File: src/hw/rtl/hcrc_pkg.sv
package hcrc_pkg;

  typedef enum logic [1:0] {
    OP_TICK   = 2'd0,
    OP_RELAY  = 2'd1,
    OP_BUZZER = 2'd2
  } opcode_t;

  localparam logic [2:0] CFG_AUTO_MODE     = 3'd0;
  localparam logic [2:0] CFG_SUMMER_MODE   = 3'd1;
  localparam logic [2:0] CFG_SAFE_MODE     = 3'd2;
  localparam logic [2:0] CFG_UPPER_LIMIT   = 3'd3;
  localparam logic [2:0] CFG_LOWER_LIMIT   = 3'd4;
  localparam logic [2:0] CFG_HUMI_SETPOINT = 3'd5;
  localparam logic [2:0] CFG_HEATER_HOUR   = 3'd6;
  localparam logic [2:0] CFG_HEATER_MINUTE = 3'd7;

  localparam int RLY_CLIMATE  = 0;
  localparam int RLY_HUMIDIFY = 1;
  localparam int RLY_HEATER   = 2;
  localparam int RLY_LIGHT    = 3;

  localparam logic [9:0] BEEP_NONE    = 10'd0;
  localparam logic [9:0] BEEP_ALARM   = 10'd500;
  localparam logic [9:0] BEEP_COMMAND = 10'd1000;

  localparam logic signed [8:0] HUMI_BAND = 9'sd5;

  typedef struct packed {
    logic       auto_mode;
    logic       summer_mode;
    logic       safe_mode;
    logic [7:0] upper_limit;
    logic [7:0] lower_limit;
    logic [6:0] humi_setpoint;
    logic [4:0] heater_hour;
    logic [5:0] heater_minute;
  } cfg_t;

  typedef struct packed {
    logic [1:0] opcode;
    logic [7:0] temp_reading;
    logic [6:0] humi_reading;
    logic       reading_valid;
    logic [4:0] clock_hour;
    logic [5:0] clock_minute;
    logic       occupied;
    logic [1:0] relay_index;
    logic       relay_on;
  } item_t;

  typedef struct packed {
    logic [3:0] relays;
    logic [7:0] held_temp;
    logic [6:0] held_humi;
  } state_t;

  typedef struct packed {
    state_t     st;
    logic [9:0] beep_ms;
    logic       settings_rejected;
  } result_t;

endpackage

File: src/hw/rtl/hcrc_cfg_regs.sv
module hcrc_cfg_regs
  import hcrc_pkg::*;
(
  input  logic       clk,
  input  logic       rst,
  input  logic       cfg_write,
  input  logic [2:0] cfg_index,
  input  logic [7:0] cfg_data,
  output cfg_t       cfg
);

  always_ff @(posedge clk) begin
    if (rst) begin
      cfg <= '0;
    end else if (cfg_write) begin
      unique case (cfg_index)
        CFG_AUTO_MODE:     cfg.auto_mode     <= cfg_data[0];
        CFG_SUMMER_MODE:   cfg.summer_mode   <= cfg_data[0];
        CFG_SAFE_MODE:     cfg.safe_mode     <= cfg_data[0];
        CFG_UPPER_LIMIT:   cfg.upper_limit   <= cfg_data;
        CFG_LOWER_LIMIT:   cfg.lower_limit   <= cfg_data;
        CFG_HUMI_SETPOINT: cfg.humi_setpoint <= cfg_data[6:0];
        CFG_HEATER_HOUR:   cfg.heater_hour   <= cfg_data[4:0];
        CFG_HEATER_MINUTE: cfg.heater_minute <= cfg_data[5:0];
        default: ;
      endcase
    end
  end

endmodule

File: src/hw/rtl/hcrc_rules.sv
module hcrc_rules
  import hcrc_pkg::*;
(
  input  item_t   item,
  input  cfg_t    cfg,
  input  state_t  st,
  output result_t res
);

  logic              limits_ok;
  logic signed [8:0] hv;
  logic signed [8:0] sp;
  logic [5:0]        hour_after;
  state_t            st_next;
  logic [9:0]        beep;

  assign limits_ok  = cfg.upper_limit > cfg.lower_limit;
  assign sp         = $signed({2'b00, cfg.humi_setpoint});
  assign hour_after = {1'b0, cfg.heater_hour} + 6'd1;

  always_comb begin
    st_next = st;
    beep    = BEEP_NONE;
    if (item.opcode == OP_TICK && item.reading_valid) begin
      st_next.held_temp = item.temp_reading;
      st_next.held_humi = item.humi_reading;
    end
    hv = $signed({2'b00, st_next.held_humi});
    unique case (item.opcode)
      OP_TICK: begin
        if (cfg.auto_mode) begin
          if (!limits_ok) begin
            st_next.relays[RLY_CLIMATE] = 1'b0;
          end else if (st_next.held_temp >= cfg.upper_limit) begin
            st_next.relays[RLY_CLIMATE] = cfg.summer_mode;
          end else if (st_next.held_temp <= cfg.lower_limit) begin
            st_next.relays[RLY_CLIMATE] = !cfg.summer_mode;
          end else begin
            st_next.relays[RLY_CLIMATE] = 1'b0;
          end
          if (hv < sp - HUMI_BAND) st_next.relays[RLY_HUMIDIFY] = 1'b1;
          if (hv > sp + HUMI_BAND) st_next.relays[RLY_HUMIDIFY] = 1'b0;
          if (item.clock_hour == cfg.heater_hour) begin
            st_next.relays[RLY_HEATER] = item.clock_minute >= cfg.heater_minute;
          end
          if ({1'b0, item.clock_hour} == hour_after) begin
            st_next.relays[RLY_HEATER] = item.clock_minute <= cfg.heater_minute;
          end
          st_next.relays[RLY_LIGHT] = item.occupied;
          if (cfg.safe_mode && item.occupied) beep = BEEP_ALARM;
        end else if (cfg.safe_mode) begin
          st_next.relays[RLY_LIGHT] = item.occupied;
          if (item.occupied) beep = BEEP_ALARM;
        end
      end
      OP_RELAY: begin
        st_next.relays[item.relay_index] = item.relay_on;
      end
      OP_BUZZER: begin
        if (item.relay_on) beep = BEEP_COMMAND;
      end
      default: ;
    endcase
  end

  assign res.st                = st_next;
  assign res.beep_ms           = beep;
  assign res.settings_rejected = !cfg.auto_mode || !limits_ok;

endmodule

File: src/hw/rtl/home_climate_relay_controller_core.sv
// Relay controller for a home climate unit: sensor ticks, manual relay commands and buzzer
// commands enter on the input channel, and each transfer yields exactly one result with the
// four relay states, the beep request, the held samples and the settings flag. An item is
// held in the input register, the rules are evaluated in one combinational pass against
// the relay and sample state, and the result is captured in the output register while the
// state is updated; one item per cycle is sustained while out_stall is low, and out_valid
// is registered when the held item advances into the output register. The input
// side keeps accepting while a result waits, until both the input and output registers are
// full. Configuration writes take effect at once and are meant to be made while no item is
// in flight.
module home_climate_relay_controller_core
  import hcrc_pkg::*;
(
  input  logic       clk,
  input  logic       rst,
  input  logic       cfg_write,
  input  logic [2:0] cfg_index,
  input  logic [7:0] cfg_data,
  input  logic       in_valid,
  output logic       in_stall,
  input  logic [1:0] opcode,
  input  logic [7:0] temp_reading,
  input  logic [6:0] humi_reading,
  input  logic       reading_valid,
  input  logic [4:0] clock_hour,
  input  logic [5:0] clock_minute,
  input  logic       occupied,
  input  logic [1:0] relay_index,
  input  logic       relay_on,
  output logic       out_valid,
  input  logic       out_stall,
  output logic       climate_relay,
  output logic       humidifier_relay,
  output logic       water_heater_relay,
  output logic       light_relay,
  output logic [9:0] beep_ms,
  output logic [7:0] temp_value,
  output logic [6:0] humi_value,
  output logic       settings_rejected
);

  cfg_t    cfg;
  item_t   item;
  logic    item_valid;
  state_t  st;
  result_t res;
  result_t out_res;
  logic    advance;

  hcrc_cfg_regs u_cfg (
    .clk       (clk),
    .rst       (rst),
    .cfg_write (cfg_write),
    .cfg_index (cfg_index),
    .cfg_data  (cfg_data),
    .cfg       (cfg)
  );

  hcrc_rules u_rules (
    .item (item),
    .cfg  (cfg),
    .st   (st),
    .res  (res)
  );

  assign advance  = item_valid && (!out_valid || !out_stall);
  assign in_stall = item_valid && !advance;

  always_ff @(posedge clk) begin
    if (rst) begin
      item_valid <= 1'b0;
    end else if (in_valid && !in_stall) begin
      item_valid <= 1'b1;
    end else if (advance) begin
      item_valid <= 1'b0;
    end
  end

  always_ff @(posedge clk) begin
    if (in_valid && !in_stall) begin
      item <= '{opcode, temp_reading, humi_reading, reading_valid, clock_hour,
                clock_minute, occupied, relay_index, relay_on};
    end
  end

  always_ff @(posedge clk) begin
    if (rst) begin
      st <= '0;
    end else if (advance) begin
      st <= res.st;
    end
  end

  always_ff @(posedge clk) begin
    if (rst) begin
      out_valid <= 1'b0;
    end else if (advance) begin
      out_valid <= 1'b1;
    end else if (!out_stall) begin
      out_valid <= 1'b0;
    end
  end

  always_ff @(posedge clk) begin
    if (advance) begin
      out_res <= res;
    end
  end

  assign climate_relay      = out_res.st.relays[RLY_CLIMATE];
  assign humidifier_relay   = out_res.st.relays[RLY_HUMIDIFY];
  assign water_heater_relay = out_res.st.relays[RLY_HEATER];
  assign light_relay        = out_res.st.relays[RLY_LIGHT];
  assign beep_ms            = out_res.beep_ms;
  assign temp_value         = out_res.st.held_temp;
  assign humi_value         = out_res.st.held_humi;
  assign settings_rejected  = out_res.settings_rejected;

  a_stall_needs_item: assert property (@(posedge clk) disable iff (rst)
    in_stall |-> item_valid && out_valid && out_stall)
    else $error("input stalled without a full pipeline");

  a_advance_fills_out: assert property (@(posedge clk) disable iff (rst)
    advance |=> out_valid)
    else $error("result register not loaded after advance");

  a_out_tracks_state: assert property (@(posedge clk) disable iff (rst)
    out_valid |-> out_res.st == st)
    else $error("pending result disagrees with relay state");

  a_buzzer_no_alarm: assert property (@(posedge clk) disable iff (rst)
    advance && item.opcode == OP_BUZZER |=> beep_ms != BEEP_ALARM)
    else $error("buzzer command produced alarm beep");

endmodule

File: config.mk
export PLATFORM = sky130hd
export DESIGN_NAME = home_climate_relay_controller_core
export DESIGN_NICKNAME = d
export VERILOG_FILES = /design/src/hw/rtl/hcrc_pkg.sv /design/src/hw/rtl/hcrc_cfg_regs.sv /design/src/hw/rtl/hcrc_rules.sv /design/src/hw/rtl/home_climate_relay_controller_core.sv
export SDC_FILE = /design/constraint.sdc
export NUM_CORES = 1
export LEC_CHECK = 0
export BUFFER_PORTS_ARGS = -buffer_cell sky130_fd_sc_hd__buf_2
export CORE_UTILIZATION = 40
export DETAILED_ROUTE_END_ITERATION = 10
export GPL_ROUTABILITY_DRIVEN = 0
export PLACE_DENSITY = 0.69
export SKIP_LAST_GASP = 1
export SLEW_MARGIN = 20
export SYNTH_ARGS = -nofsm -noshare
export SYNTH_HDL_FRONTEND = slang
export SYNTH_SLANG_ARGS = --single-unit
File: constraint.sdc
create_clock -name clk -period 3.2 [get_ports clk]
set_input_delay 0.64 -clock clk [delete_from_list [all_inputs] [get_ports clk]]
set_output_delay 0.64 -clock clk [all_outputs]
set_load 0.02 [all_outputs]
Yosys cells after proc, flatten, opt, wreduce, memory -nomap -nowiden --
Index checks and enable logic that the tools add are counted.
Word-level totals: input port bits 49, logic and storage cells 102, bits in registers 121, output and inout bits 32
Cells by class: add/subtract/negate cells 3, reductions and logical operators 26, order comparisons 9, equal/unequal tests 12, muxes and demuxes 25
Operators by type and width (number):
- 10-bit two-way mux | 3
- 10-bit one-hot mux with 2 select lines | 1
- 9-bit two-way mux | 2
- 2-bit AND reduction | 8
- 15-bit two-way mux | 1
- 1-bit two-way mux | 14
- 3-bit == test (second input constant) | 4
- 8-bit by 9-bit greater-than comparator with 1-bit output | 1
- 8-bit by 9-bit < comparator with 1-bit output | 1
- 7-bit by 3-bit adder with 8-bit output (second input constant) | 1
- 8-bit >= comparator | 1
- 8-bit greater-than comparator | 1
- 8-bit <= comparator | 1
- 4-bit one-hot mux with 2 select lines | 1
- 7-bit by 3-bit subtractor with 8-bit output (second input constant) | 1
- 1-bit logical NOT | 7
- 5-bit by 1-bit adder with 6-bit output (second input constant) | 1
- 3-bit by 2-bit == test with 1-bit output (second input constant) | 2
- 5-bit by 6-bit == test with 1-bit output | 1
- 6-bit >= comparator | 1
- 6-bit <= comparator | 1
- 1-bit logical AND | 6
- 5-bit == test | 1
- 4-bit bitwise mux | 1
- other kinds (12) | 13

Logic depth before layout (Yosys ltp) --
depth in word-level cells 9, depth in mapped cells 13, depth with buffers taken out 11

By module --
Synthesis repeated with hierarchy kept, for this count alone.
Second synthesis, totals: cells, all modules 536, area total of the unflattened synthesis 6259.8 um^2
By module, submodules not included:
- home_climate_relay_controller_core | instances 1, seq. area each 2312.2 um^2, area each 2834.0 um^2, cells each 155
- hcrc_rules | instances 1, seq. area each 0.0 um^2, area each 1836.8 um^2, cells each 240
- hcrc_cfg_regs | instances 1, seq. area each 740.7 um^2, area each 1589.0 um^2, cells each 141

Least setup slack after synthesis --
OpenSTA, ideal clock, no wires.
path type input port to flip-flop, start in out_stall, end reg, netlist name item[0], library setup time 0.427 ns, arrival 2.419 ns, required time 2.773 ns, path slack 0.354 ns, stages on the path 2, path buffers 0, path through and3_1 > nor2b_1
Between the ends: cells in the longest elaborated chain, start to end 7
RTL lines:
- from (decl) | RTL line home_climate_relay_controller_core.sv:31 | input logic out_stall,
- 1-bit logical NOT
- 1-bit logical OR | RTL line home_climate_relay_controller_core.sv:66 | assign advance = item_valid && (!out_valid || !out_stall);
- 1-bit logical AND | RTL line home_climate_relay_controller_core.sv:66
- 1-bit logical NOT | RTL line home_climate_relay_controller_core.sv:67 | assign in_stall = item_valid && !advance;
- 1-bit logical AND | RTL line home_climate_relay_controller_core.sv:67
- 1-bit logical NOT | RTL line home_climate_relay_controller_core.sv:80 | if (in_valid && !in_stall) begin
- 1-bit logical AND | RTL line home_climate_relay_controller_core.sv:80
Every way passes these cells. A chain may end at the register's enable or synchronous reset.

==> implementation parameters <==
Parameter                              Value

Worst setup path
  Worst path top cell family by delay    simple AND/OR/NAND/NOR gates
  Required time reported for the critical path endpoint    between 3 and 4 ns
  Dominant cell type by count on the critical path    sky130_fd_sc_hd__nand2_1
  Worst setup SP type    flip-flop
  Start-to-end type of the worst setup path    flip-flop to flip-flop
  Largest incremental delay on the critical path    about 0.56 ns
  Endpoint arrival time on the critical path    3.02 ns
  Depth of the worst register-to-register path    11
  Count of buffering cells on the critical path with inverters included    0
  Critical path peak fanout    8
  RR Startpoint    item[32]
  Endpoint of the most critical register-to-register path    climate_relay
  Critical Path End Type    flip-flop
  Flop2flop setup slack    between 0.3 and 0.4 ns
  Crit path cell chain    or3b_1 -> nand2_1 -> nand2_1 -> ha_1 -> nand2_1 -> o21ai_0 -> mux2i_1 -> a21oi_1 -> nor3b_1 -> a22oi_1 -> nand2_1
  Highest-delay cell along the critical path    sky130_fd_sc_hd__or3b_1

Clocking
  Root Buffer Master    sky130_fd_sc_hd__clkbuf_16
  Clock edge transition at the registers on the reported setup and hold paths    approximately 0.060 ns
  Number of hold buffers added after CTS    0
  Bufs on Longest Clock Path    2
  Clk Latency, worst-skew pair    approximately 0.42 ns
  Clock tree from TritonCTS    yes
  Clk sinks    between 100 and 150
  Number of buffers added by the clock tree synthesis step    17
  H-tree depth reported by CTS    4

Global route
  Initial antenna violation count    0
  Tot GR Track Use    0.182
  Wire length of the first global-routing pass    20500 um
  Pin count of the biggest net entering global routing    between 60 and 70
  Total gr overflow    0
  Via count of the first global-routing pass    ~4300

Die
  Die width    between 100 and 150 um
  Die height    around 120 um
  # IOs    81
  Die Area    approximately 0.015 mm^2
  Row count    43
  Effective utilization at floorplan    0.411
  Floorplan Core Area    0.0139 mm^2

STA
  Max-slew violation count    0
  Setup violation total in the final timing report    0
  Least-Margin Pin Slew    0.726 ns
  Clock skew after layout    0.0122 ns
  Summed negative setup slack over all endpoints    0 ns
  Normalized max-slew margin    0.516
  Achievable clock frequency    between 300 and 400 MHz
  Minimum setup slack in the final design    about 0.33 ns
  Setup repair after global routing missed its margin    no
  Clock period minus final worst setup slack    between 2 and 3 ns
  Share of the clock period used by the worst path after layout    0.896
  Number of hold violations in the final report    0

Place
  Setup slack at placement    0.351 ns
  Detailed placement HPWL    between 9000 and 10000 um
  Number of I/O port buffers    78
  Cell area after placement    around 0.0063 mm^2

Routing
  Mean number of vias per cell    5.13
  Number of routed nets with antenna violations    0
  Initial DRC count    293
  Highest routed metal layer    met4
  Via count    approximately 4300
  Final wirelength    12700 um
  DR WL/cell    15.1 um
  Length of routed wiring on met1    approximately 5900 um
  First-pass iteration count of the detailed router    5
  Detailed-routed wire length on met3    684 um
  DRC violation count after routing    0
  Met2 layer wire length in the routed design    roughly 6000 um

Yosys
  Sequential share of the synthesized area    0.497
  Share of the synthesized area in the top cell type    0.294
  Ys Warns    0
  Cell count after synthesis    ~570
  Total of flip-flops plus latches after synthesis    around 110
  Synthesized area divided by synthesized cell count    10.0 um^2
  Post-synth cell types    64
  Library cell occupying the most area in the post-synthesis netlist    sky130_fd_sc_hd__edfxtp_1
  Ranking of synthesized cells by instance count    sky130_fd_sc_hd__nand2_1, sky130_fd_sc_hd__nor2_1, sky130_fd_sc_hd__dfxtp_1
  Number of flops mapped to enable cells by yosys    56
  Synthesized area    between 0.005 and 0.006 mm^2
  Dominant cells by area after synthesis    sky130_fd_sc_hd__edfxtp_1, sky130_fd_sc_hd__dfxtp_1, sky130_fd_sc_hd__ha_1, sky130_fd_sc_hd__nand2_1, sky130_fd_sc_hd__mux2i_1
  Top flip-flop cell by instance count after synthesis    sky130_fd_sc_hd__dfxtp_1
  Synth async-reset ratio    0
  Most frequent cell after synthesis    sky130_fd_sc_hd__nand2_1

Power and ir drop
  Max IR drop VDD    between 0.3 and 0.4 mV
  Cell area power density    ~570 mW/mm^2
  Leak Pwr    just under 3 nW

Layout
  Ratio of cells with drive above 1 in the final layout    0.200
  Layout Cell Area excl Fill    a little under 0.007 mm^2
  Final-stage net count    roughly 740
  Finished Core Util    0.493
  Diode count    0
  Growth of design area from synthesis to finish    20.1%

Status
  Outcome    finished, final reports clean

Min path
  Hold Startpoint    occupied
  Path category of the worst min-delay check    primary input to flip-flop
  Hold depth    1
  Endpoint, Worst Hold    item[3]

Run
  Max-cap check violation count    0
==> sequential cells by signal, summed over array words and instances (netlist names) <==
name                flops
out_valid               1
temp_value              8
st                     19
beep_ms                 3
u_cfg.cfg              37
item_valid              1
light_relay             1
water_heater_relay      1
climate_relay           1
settings_rejected       1
item                   33
humi_value              7
humidifier_relay        1
==> final cells by class <==
cell class	count	area, um^2
inverter	39	146
fill	1268	7060
clock buffer	26	574
clock inverter	6	35.0
sequential	114	2840
tap	180	225
multi-input combinational	387	2590
timing repair buffer	88	465
==> how the worst max path moves through the flow <==
stage,from,endpoint,slack [ns],depth (start not counted)
3_5_place_dp,item[32],st[15],0.35,9
2_1_floorplan,out_stall,item[0],0.35,2
3_3_place_gp,item[32],climate_relay,0.44,11
4_1_cts,item[32],st[16],0.18,10
6_report,item[32],climate_relay,0.33,11
5_1_grt,item[32],st[15],0.10,11
==> stage by stage <==
stage | hold slack [ns] | power (mW) | instances
after floorplan | 0.436 | 1.95 | 573
after detailed placement | 0.447 | 2.08 | 806
after CTS | 0.384 | 3.96 | 838
final | 0.392 | 3.94 | 840
after global placement | 0.445 | 2.06 | 806
after global routing | 0.379 | 4.09 | 840
==> metal layers <==
metal  vias to the layer above  track usage
li1                       2170            -
met1                      1978        0.229
met2                       144        0.293
met3                        21       0.0473
met4                         0       0.0826
met5                         -            0
==> cells by family (layout without fill, tap and decap cells) <==
kind of cell               count (synthesis)  count (layout)  synth area share
AOI/OAI and AO/OA                        113             113             0.131
xor gates and xnor gates                  18              18            0.0275
adders and majority gates                 40              40            0.0874
buffers and inverters                     72             159            0.0549
DFF                                      114             114             0.497
muxes                                     28              28            0.0492
other                                      1               2          0.000655
and+or+nand+nor                          186             186             0.153
==> cell usage in the layout, fill, tap and decap left out, types with 4 or more instances in the layout <==
cell type,synthesis,final
sky130_fd_sc_hd__dfxtp_1,58,58
sky130_fd_sc_hd__mux2i_1,27,27
sky130_fd_sc_hd__xnor2_1,10,10
sky130_fd_sc_hd__xor2_1,8,8
sky130_fd_sc_hd__nand2_1,75,75
sky130_fd_sc_hd__nand3_1,5,5
sky130_fd_sc_hd__nor3_1,4,4
sky130_fd_sc_hd__a211oi_1,9,9
sky130_fd_sc_hd__edfxtp_1,56,56
sky130_fd_sc_hd__a311oi_1,11,11
sky130_fd_sc_hd__ha_1,40,40
sky130_fd_sc_hd__o21ai_0,18,18
sky130_fd_sc_hd__nor3b_1,5,5
sky130_fd_sc_hd__nand4_1,7,7
sky130_fd_sc_hd__buf_4,7,10
sky130_fd_sc_hd__clkbuf_16,0,21
sky130_fd_sc_hd__inv_1,37,37
sky130_fd_sc_hd__clkinv_2,0,4
sky130_fd_sc_hd__a21oi_1,43,43
sky130_fd_sc_hd__nor2_1,60,60
sky130_fd_sc_hd__nor2b_1,5,4
sky130_fd_sc_hd__buf_2,2,78
==> power breakdown <==
part | total [mW] | leakage [nW] | switching, mW | internal (mW)
combinational | 0.402 | 1.60 | 0.241 | 0.162
clock | 1.89 | 0.307 | 0.654 | 1.23
sequential | 1.65 | 1.01 | 0.0411 | 1.61
total | 3.94 | 2.92 | 0.935 | 3.00
==> timing repair <==
action / in CTS / in global routing
buffers inserted: 0 / 2
endpoints found under the setup margin: 0 / 2
gates resized for setup: 0 / 1
No activity file was read; power rests on OpenSTA's default activity.
